### src/rtl/dtp_pkg.sv
// Shared constants, types and helper functions for the diagnostic test pattern pixel block.
package dtp_pkg;

  localparam int MAX_DIMENSION = 8192;
  localparam int COUNTER_CELLS = 16;

  localparam int DIM_W     = 14;
  localparam int COORD_W   = 13;
  localparam int NUMBER_W  = 32;
  localparam int CHAN_W    = 8;
  localparam int CFG_IDX_W = 2;
  localparam int CFG_DATA_W = 32;

  localparam int BAND_MIN_ROWS = 8;
  localparam int BAND_DIVISOR  = 10;

  // Reciprocal constants for exact division of a DIM_W-bit value by a constant d:
  // q = (v * (floor(2^S / d) + 1)) >> S with S = DIM_W + clog2(d).
  localparam int RECIP_W     = 16;
  localparam int CELL_SHIFT  = DIM_W + $clog2(COUNTER_CELLS);
  localparam int CELL_RECIP  = (1 << CELL_SHIFT) / COUNTER_CELLS + 1;
  localparam int TENTH_SHIFT = DIM_W + $clog2(BAND_DIVISOR);
  localparam int TENTH_RECIP = (1 << TENTH_SHIFT) / BAND_DIVISOR + 1;

  localparam logic [CHAN_W-1:0] GREY_LIT   = 8'd255;
  localparam logic [CHAN_W-1:0] GREY_DARK  = 8'd16;
  localparam logic [CHAN_W-1:0] ALPHA_FULL = 8'd255;

  typedef enum logic [CFG_IDX_W-1:0] {
    REG_FRAME_WIDTH  = 2'd0,
    REG_FRAME_HEIGHT = 2'd1,
    REG_FRAME_NUMBER = 2'd2
  } dtp_reg_e;

  typedef struct packed {
    logic [DIM_W-1:0]    width;
    logic [DIM_W-1:0]    height;
    logic [NUMBER_W-1:0] number;
    logic [DIM_W-1:0]    cell_w;
    logic [DIM_W-1:0]    band_rows;
  } dtp_cfg_t;

  typedef struct packed {
    logic [CHAN_W-1:0] red;
    logic [CHAN_W-1:0] green;
    logic [CHAN_W-1:0] blue;
    logic [CHAN_W-1:0] alpha;
    logic              in_frame;
  } dtp_pixel_t;

  // Divide by a constant through its reciprocal.
  function automatic logic [DIM_W-1:0] div_recip(
    input logic [DIM_W-1:0]   v,
    input logic [RECIP_W-1:0] recip,
    input int                 shift
  );
    logic [DIM_W+RECIP_W-1:0] prod;
    prod = (DIM_W + RECIP_W)'(v) * (DIM_W + RECIP_W)'(recip);
    return DIM_W'(prod >> shift);
  endfunction

  // Height of the counter band: min(max(h / 10, 8), h).
  function automatic logic [DIM_W-1:0] band_rows_of(input logic [DIM_W-1:0] h);
    logic [DIM_W-1:0] tenth;
    logic [DIM_W-1:0] band;
    tenth = div_recip(h, RECIP_W'(TENTH_RECIP), TENTH_SHIFT);
    band  = (tenth > DIM_W'(BAND_MIN_ROWS)) ? tenth : DIM_W'(BAND_MIN_ROWS);
    return (band < h) ? band : h;
  endfunction

endpackage

### src/rtl/dtp_pixel_calc.sv
// Combinational pixel value: pattern, counter band, frame marker and frame bounds.
module dtp_pixel_calc import dtp_pkg::*; (
  input  logic [COORD_W-1:0] pixel_x_i,
  input  logic [COORD_W-1:0] pixel_y_i,
  input  dtp_cfg_t           cfg_i,
  output dtp_pixel_t         pixel_o
);

  logic                 size_ok;
  logic                 in_bounds;
  logic                 in_band;
  logic                 marker;
  logic                 lit;
  logic [COUNTER_CELLS:0]   past_bound;
  logic [COUNTER_CELLS-1:0] cell_sel;
  logic [CHAN_W-1:0]    pat_r;
  logic [CHAN_W-1:0]    pat_g;
  logic [CHAN_W-1:0]    pat_b;
  logic [CHAN_W-1:0]    grey;
  logic [CHAN_W-1:0]    marker_byte;
  logic [CHAN_W-1:0]    f8;
  logic [CHAN_W-1:0]    x8;
  logic [CHAN_W-1:0]    y8;

  assign size_ok = (cfg_i.width != '0) && (cfg_i.height != '0) &&
                   (32'(cfg_i.width) <= 32'(MAX_DIMENSION)) &&
                   (32'(cfg_i.height) <= 32'(MAX_DIMENSION));
  assign in_bounds = ({1'b0, pixel_x_i} < cfg_i.width) &&
                     ({1'b0, pixel_y_i} < cfg_i.height);

  // Base pattern, only the low byte of every term matters.
  assign f8    = cfg_i.number[CHAN_W-1:0];
  assign x8    = pixel_x_i[CHAN_W-1:0];
  assign y8    = pixel_y_i[CHAN_W-1:0];
  assign pat_r = CHAN_W'(x8 * 8'd7) + CHAN_W'(f8 * 8'd13);
  assign pat_g = CHAN_W'(y8 * 8'd11) + CHAN_W'(f8 * 8'd29);
  assign pat_b = (x8 ^ y8) + CHAN_W'(f8 * 8'd3);

  // Thermometer of x against the cell boundaries; the last cell is open-ended.
  assign past_bound[0]             = 1'b1;
  assign past_bound[COUNTER_CELLS] = 1'b0;
  for (genvar k = 1; k < COUNTER_CELLS; k++) begin : g_bound
    logic [DIM_W-1:0] bound;
    assign bound         = DIM_W'(k * 32'(cfg_i.cell_w));
    assign past_bound[k] = ({1'b0, pixel_x_i} >= bound);
  end
  for (genvar k = 0; k < COUNTER_CELLS; k++) begin : g_sel
    assign cell_sel[k] = past_bound[k] & ~past_bound[k+1];
  end

  assign lit     = |(cell_sel & cfg_i.number[COUNTER_CELLS-1:0]);
  assign grey    = lit ? GREY_LIT : GREY_DARK;
  assign in_band = (cfg_i.cell_w != '0) && ({1'b0, pixel_y_i} < cfg_i.band_rows);
  assign marker  = (cfg_i.width >= DIM_W'(4)) && (pixel_y_i == '0) &&
                   (pixel_x_i < COORD_W'(4));

  // Frame number, most significant byte first.
  always_comb begin
    case (pixel_x_i[1:0])
      2'd0:    marker_byte = cfg_i.number[31:24];
      2'd1:    marker_byte = cfg_i.number[23:16];
      2'd2:    marker_byte = cfg_i.number[15:8];
      default: marker_byte = cfg_i.number[7:0];
    endcase
  end

  always_comb begin
    pixel_o = '0;
    if (size_ok && in_bounds) begin
      pixel_o.red      = marker ? marker_byte : (in_band ? grey : pat_r);
      pixel_o.green    = in_band ? grey : pat_g;
      pixel_o.blue     = in_band ? grey : pat_b;
      pixel_o.alpha    = ALPHA_FULL;
      pixel_o.in_frame = 1'b1;
    end
  end

endmodule

### src/rtl/diagnostic_test_pattern_pixel.sv
// Top level of the diagnostic test pattern pixel generator.
//
//  Channel | Direction | Handshake              | Payload
//  --------+-----------+------------------------+--------------------------------------
//  in      | sink      | in_valid_i / in_stall_o  | pixel_x_i, pixel_y_i
//  out     | source    | out_valid_o / out_stall_i | red_o, green_o, blue_o, alpha_o,
//          |           |                        | in_frame_o
//  cfg     | sink      | cfg_valid_i / cfg_ready_o | cfg_index_i, cfg_data_i
//
// One pixel per cycle sustained while the output is not stalled; a pixel passes through
// the input register, then the result register, on its way to the output.
// The input register and the result register form a two-entry pipeline, so a new
// transaction is taken while a finished pixel waits under stall.
// Reset clears the valid flags and all configuration registers (size 0, frame invalid).
// Derived values (cell width, band height) are computed from the write data and
// registered in the same edge as the register they come from.
module diagnostic_test_pattern_pixel import dtp_pkg::*; (
  input  logic                  clk_i,
  input  logic                  rst_ni,
  // Pixel request
  input  logic                  in_valid_i,
  output logic                  in_stall_o,
  input  logic [COORD_W-1:0]    pixel_x_i,
  input  logic [COORD_W-1:0]    pixel_y_i,
  // Pixel result
  output logic                  out_valid_o,
  input  logic                  out_stall_i,
  output logic [CHAN_W-1:0]     red_o,
  output logic [CHAN_W-1:0]     green_o,
  output logic [CHAN_W-1:0]     blue_o,
  output logic [CHAN_W-1:0]     alpha_o,
  output logic                  in_frame_o,
  // Configuration writes
  input  logic                  cfg_valid_i,
  output logic                  cfg_ready_o,
  input  logic [CFG_IDX_W-1:0]  cfg_index_i,
  input  logic [CFG_DATA_W-1:0] cfg_data_i
);

  dtp_cfg_t         cfg_q;
  logic [DIM_W-1:0] wdata_dim;

  logic                s1_valid_q;
  logic [COORD_W-1:0]  px_q;
  logic [COORD_W-1:0]  py_q;
  logic                out_valid_q;
  dtp_pixel_t          pixel_d;
  dtp_pixel_t          pixel_q;
  logic                adv_out;
  logic                take_in;

  // Configuration: always ready; a write is registered straight into the configuration.
  assign cfg_ready_o = 1'b1;
  assign wdata_dim   = cfg_data_i[DIM_W-1:0];

  always_ff @(posedge clk_i or negedge rst_ni) begin
    if (!rst_ni) begin
      cfg_q <= '0;
    end else if (cfg_valid_i && cfg_ready_o) begin
      unique case (dtp_reg_e'(cfg_index_i))
        REG_FRAME_WIDTH: begin
          cfg_q.width  <= wdata_dim;
          cfg_q.cell_w <= div_recip(wdata_dim, RECIP_W'(CELL_RECIP), CELL_SHIFT);
        end
        REG_FRAME_HEIGHT: begin
          cfg_q.height    <= wdata_dim;
          cfg_q.band_rows <= band_rows_of(wdata_dim);
        end
        REG_FRAME_NUMBER: begin
          cfg_q.number <= cfg_data_i[NUMBER_W-1:0];
        end
        default: begin
          // Drop writes to unmapped indexes.
        end
      endcase
    end
  end

  // Pipeline control: the result register advances when empty or drained; the
  // input register loads whenever the result register advances or it is itself empty.
  assign adv_out    = !out_valid_q || !out_stall_i;
  assign in_stall_o = s1_valid_q && !adv_out;
  assign take_in    = in_valid_i && !in_stall_o;

  always_ff @(posedge clk_i or negedge rst_ni) begin
    if (!rst_ni) begin
      s1_valid_q  <= 1'b0;
      out_valid_q <= 1'b0;
    end else begin
      if (adv_out) begin
        out_valid_q <= s1_valid_q;
      end
      if (adv_out || !s1_valid_q) begin
        s1_valid_q <= in_valid_i;
      end
    end
  end

  // Payload registers: hold while stalled.
  always_ff @(posedge clk_i) begin
    if (take_in) begin
      px_q <= pixel_x_i;
      py_q <= pixel_y_i;
    end
    if (adv_out && s1_valid_q) begin
      pixel_q <= pixel_d;
    end
  end

  dtp_pixel_calc u_calc (
    .pixel_x_i (px_q),
    .pixel_y_i (py_q),
    .cfg_i     (cfg_q),
    .pixel_o   (pixel_d)
  );

  assign out_valid_o = out_valid_q;
  assign red_o       = pixel_q.red;
  assign green_o     = pixel_q.green;
  assign blue_o      = pixel_q.blue;
  assign alpha_o     = pixel_q.alpha;
  assign in_frame_o  = pixel_q.in_frame;

  // A pending pixel moves into the result register whenever the output is not stalled.
  a_pipe_advance: assert property (@(posedge clk_i) disable iff (!rst_ni)
    s1_valid_q && !out_stall_i |=> out_valid_q)
    else $error("pending pixel did not reach the result register");

  // An out-of-frame result carries all-zero channels.
  a_out_of_frame_zero: assert property (@(posedge clk_i) disable iff (!rst_ni)
    out_valid_o && !in_frame_o |->
      (red_o == '0) && (green_o == '0) && (blue_o == '0) && (alpha_o == '0))
    else $error("out-of-frame pixel with nonzero channels");

  // An in-frame result is opaque.
  a_in_frame_opaque: assert property (@(posedge clk_i) disable iff (!rst_ni)
    out_valid_o && in_frame_o |-> (alpha_o == ALPHA_FULL))
    else $error("in-frame pixel not opaque");

  // Derived geometry never exceeds the frame it was derived from.
  a_derived_bounds: assert property (@(posedge clk_i) disable iff (!rst_ni)
    (cfg_q.cell_w <= cfg_q.width) && (cfg_q.band_rows <= cfg_q.height))
    else $error("derived cell width or band height out of range");

endmodule

### config.mk
export PLATFORM = sky130hd
export DESIGN_NAME = diagnostic_test_pattern_pixel
export DESIGN_NICKNAME = d
export VERILOG_FILES = /design/src/rtl/dtp_pkg.sv /design/src/rtl/dtp_pixel_calc.sv /design/src/rtl/diagnostic_test_pattern_pixel.sv
export SDC_FILE = /design/constraint.sdc
export NUM_CORES = 1
export LEC_CHECK = 0
export BUFFER_PORTS_ARGS = -buffer_cell sky130_fd_sc_hd__buf_2
export CAP_MARGIN = 10
export CORE_MARGIN = 1.5
export CORE_UTILIZATION = 59
export DETAILED_ROUTE_END_ITERATION = 12
export PLACE_DENSITY = 0.84
export SLEW_MARGIN = 10
export SYNTH_ARGS = -nofsm -noshare
export SYNTH_HDL_FRONTEND = slang
export SYNTH_HIERARCHICAL = 1
export SYNTH_SLANG_ARGS = --single-unit
### constraint.sdc
create_clock -name clk_i -period 5.13 [get_ports clk_i]
set_input_delay 0.513 -clock clk_i [delete_from_list [all_inputs] [get_ports clk_i]]
set_output_delay 0.513 -clock clk_i [all_outputs]
set_load 0.005 [all_outputs]
==> summary.txt <==
Outcome
  – Result of the run: finished with violations
  – Failing checks: negative setup slack

Yosys
  – Total of flip-flops plus latches after synthesis: 135
  – FFs w/ async S/R, synth: 56.3%
  – Fraction of the yosys area taken by sequential cells: 17.2%
  – Number of enable-type register cells in the synthesized netlist: 59
  – Total standard cell area after synthesis: 21300 sq um
  – Top FF cell, synth: dfrtp_1
  – Per-instance average area after synthesis: 9.51 sq um
  – Count of warnings emitted by yosys: 6
  – Number of distinct standard cells referenced by the synthesized netlist: 96
  – Syn Inst Count: 2244

CTS
  – Maximum level of the CTS H-tree: 4
  – # clock sinks: 135
  – CTS clock-pin slew for the worst setup and hold paths: 0.07 ns
  – Number of hold-repair buffers added at the cts stage: 0
  – Maximum root-to-sink buffer count: 2
  – Clock Latency Late Sink: 0.44 ns
  – Clock root buffer: clkbuf_16
  – Clock tree from TritonCTS: done
  – Number of buffers added by the clock tree synthesis step: 17

Critical path
  – Crit Path Class: input pin to register
  – Crit-path slowest cell: fa_2
  – CP peak stage delay: 0.56 ns
  – Endpoint type of the worst setup path: register
  – Data required time at the worst endpoint: 5.47 ns
  – Arrival time at the worst endpoint: 7.17 ns
  – Crit Path Max Fanout: 6
  – Critical Path Source Type: input pin
  – Top cell by count, worst path: fa_1
  – Count of cells along the worst register-to-register path: 23

Placed design
  – Final RePlAce weighted congestion: 0.972
  – Placement Setup Slack: -2.20 ns
  – Number of buffers inserted by port buffering: 99
  – Half-perimeter wire length of the detailed placement result: 51300 microns

Hold path
  – Hold crit path type: input pin to async pin

STA
  – Minimum period implied by the final worst setup slack: 6.83 ns
  – Setup WS post-layout: -1.70 ns
  – Worst hold slack across all endpoints: 0.227 ns
  – Highest clock frequency the design can meet: 146 MHz
  – Unrepaired setup endpoints after global routing: yes
  – Pin slew with the least headroom to its limit: 1.30 ns
  – Final worst-path cycle share: 133%
  – Setup violations, final: 34
  – Pins Over Slew Limit: 0
  – Final setup skew: 0.0139 ns
  – Final hold violation count: 0
  – Worst relative slew slack: 13.0%

Drt
  – Number of routed nets with antenna violations: 0
  – Via/cell ratio: 6.15
  – DRC violation total after the first TritonRoute iteration: 1479
  – Residual DRC count: 0
  – First-pass iteration count of the detailed router: 7
  – Count of vias placed by the detailed router: 19166
  – Wirelength, routed: 65700 microns
  – Average wire per standard cell: 21.1 microns

Layout
  – Number of nets in the layout: 3326
  – Area added between synthesis and finish: 21.7%
  – Layout cell share with drive strength beyond 1: 22.5%
  – Post-route core utilization: 73.0%

Global routing
  – Total routing usage reported by global routing: 35.5%
  – Gr ovfl total: 0
  – Vias in the first global route: 19927
  – Wire length of the first global-routing pass: 102000 microns
  – Maximum number of pins on one net before global-route repair: 77
  – Antenna violations before repair: 3

Floorplan
  – Core Area: 35600 sq um
  – Num rows: 69
  – Chip width: 193 microns
  – Die footprint: 37300 sq um
  – IO Pins: 101
  – Effective utilization at floorplan: 60.0%
  – Die outline height: 193 microns

Power and ir drop
  – Sequential share of power: 8.3%
  – Pwr Total: 18500 uW
  – Switching Fraction: 48.7%
  – Clock network power share: 7.1%
  – Internal power summed over all cells: 9480 uW
  – LEAKAGE: 0.0130 uW
  – Net switching power figure: 9000 uW
  – Combinational fraction of design power: 84.5%
  – Maximum VDD drop: 471 uV
  – Pwr/cell area: 712 nW/um^2

Run
  – Max-Cap Viols: 0
==> power by group through the flow <==
stage	Sequential (uW)	Combinational (uW)	Clock, uW
6_report	1540	15600	1320
4_1_cts	1530	14700	1310
3_5_place_dp	1550	13800	0
5_1_grt	1550	17200	1370
2_1_floorplan	1540	9220	0
3_3_place_gp	1540	13200	0
==> final timing paths <==
path / from / to / slack (ns)
worst max-delay path: cfg_data_i[13] / cfg_q[5] / -1.70
worst min-delay path: rst_ni / s1_valid_q / 0.23
worst min register to register: cfg_q[69] / cfg_q[69] / 0.48
max in group asynchronous: rst_ni / cfg_q[81] / 4.15
worst max register to register: cfg_q[81] / blue_o[3] / -0.35
min in group clk_i: pixel_y_i[3] / py_q[3] / 0.24
==> kinds of logic (layout without fill, tap and decap cells) <==
| logic type | after synthesis | after routing | share of synthesized area [%] |
|---|---|---|---|
| multiplexers | 49 | 49 | 2.97 |
| other | 2 | 34 | 0.0352 |
| AND/OR/NAND/NOR | 451 | 451 | 10.8 |
| adder cells (fa/ha/maj) | 622 | 622 | 41.9 |
| XOR/XNOR | 118 | 118 | 4.88 |
| AO/OA/AOI/OAI | 481 | 481 | 15.1 |
| buffers and inverters | 386 | 765 | 7.07 |
| flip-flops | 135 | 135 | 17.2 |
==> cell usage in the layout (no fill, tap or decap), types with 14 or more instances in the layout <==
master,count
o21bai_1,14
nand2_1,125
ha_1,454
nand4_1,22
nor2_1,80
dfrtp_1,72
fa_1,151
xor2_1,33
a21oi_1,116
xnor2_1,83
conb_1,31
nand3_1,39
buf_4,270
nand2b_1,23
o21ai_0,80
nor2b_1,19
clkbuf_16,17
mux2_2,35
inv_1,346
edfxtp_1,59
nor3_1,23
buf_2,96
o211ai_1,21
a21o_1,55
a31oi_1,15
==> stage by stage <==
stage	cell area [sq um]	TNS (ns)	instances
after floorplan	21600	-21.23	2273
after global placement	24500	-32.56	3057
after detailed placement	24500	-35.84	3057
after CTS	25600	-24.36	3104
after global routing	25900	-34.12	3113
final	25900	-27.08	3116
==> critical path, delay by kind of cell <==
family / cells / cell delay (ns)
AO/OA/AOI/OAI: 8 / 1.30
adder cells (fa/ha/maj): 8 / 3.36
buffers and inverters: 8 / 0.73
AND/OR/NAND/NOR: 6 / 1.29
==> synthesized netlist by cell type, drive strengths merged, types with 7 or more instances <==
cell,n,area share [%]
ha,467,27
inv,351,6.2
fa,155,15
a21oi,131,3.1
nand2,128,2.3
o21ai,98,2.3
nor2,84,1.5
xnor2,84,3.5
dfrtp,76,8.9
edfxtp,59,8.3
a21o,55,1.9
nor3,41,1.0
nand3,40,0.94
mux2,35,1.8
xor2,34,1.4
nand2b,23,0.67
nand4,23,0.70
o211ai,22,0.80
nor2b,20,0.59
a31oi,19,0.56
a211oi,18,0.70
buf,18,0.60
clkbuf,17,0.30
o21bai,15,0.53
o22ai,15,0.44
or3,15,0.46
and2,13,0.38
o21a,13,0.46
nor4,10,0.29
o2111ai,9,0.37
o31ai,9,0.32
or2,9,0.26
a2111oi,8,0.53
and4,8,0.33
mux4,8,0.84
nand4b,8,0.33
a21boi,7,0.25
and3,7,0.21
==> registers in the layout, summed over array words and instances (netlist names) <==
register     cells
in_frame_o       1
green_o          8
py_q            13
out_valid_o      1
px_q            13
alpha_o          8
red_o            8
blue_o           8
s1_valid_q       1
cfg_q           74
==> per-layer routing <==
layer,vias to the layer above,GRT usage [%],part of all wire (%)
met5,-,0,0.021
met4,2,17.5,5.2
met3,296,8.40,9.2
met2,959,60.1,47
met1,9212,42.3,38
li1,8697,-,-
==> area by class of cell <==
cell class | count | area, sq um
antenna | 3 | 7.51
clock buffer | 17 | 425
clock inverter | 15 | 198
fill | 2460 | 9620
inverter | 351 | 1320
multi-input combinational | 1752 | 17000
sequential | 135 | 3680
tap | 461 | 577
timing repair buffer | 382 | 2770
==> timing repair <==
item | in CTS | in global routing
pin swaps | 42 | 22
setup endpoints to repair | 34 | 34
cloned | 3 | 0
setup buffers | 12 | 7
gates resized for setup | 74 | 52
No activity file was read; power rests on OpenSTA's default activity.
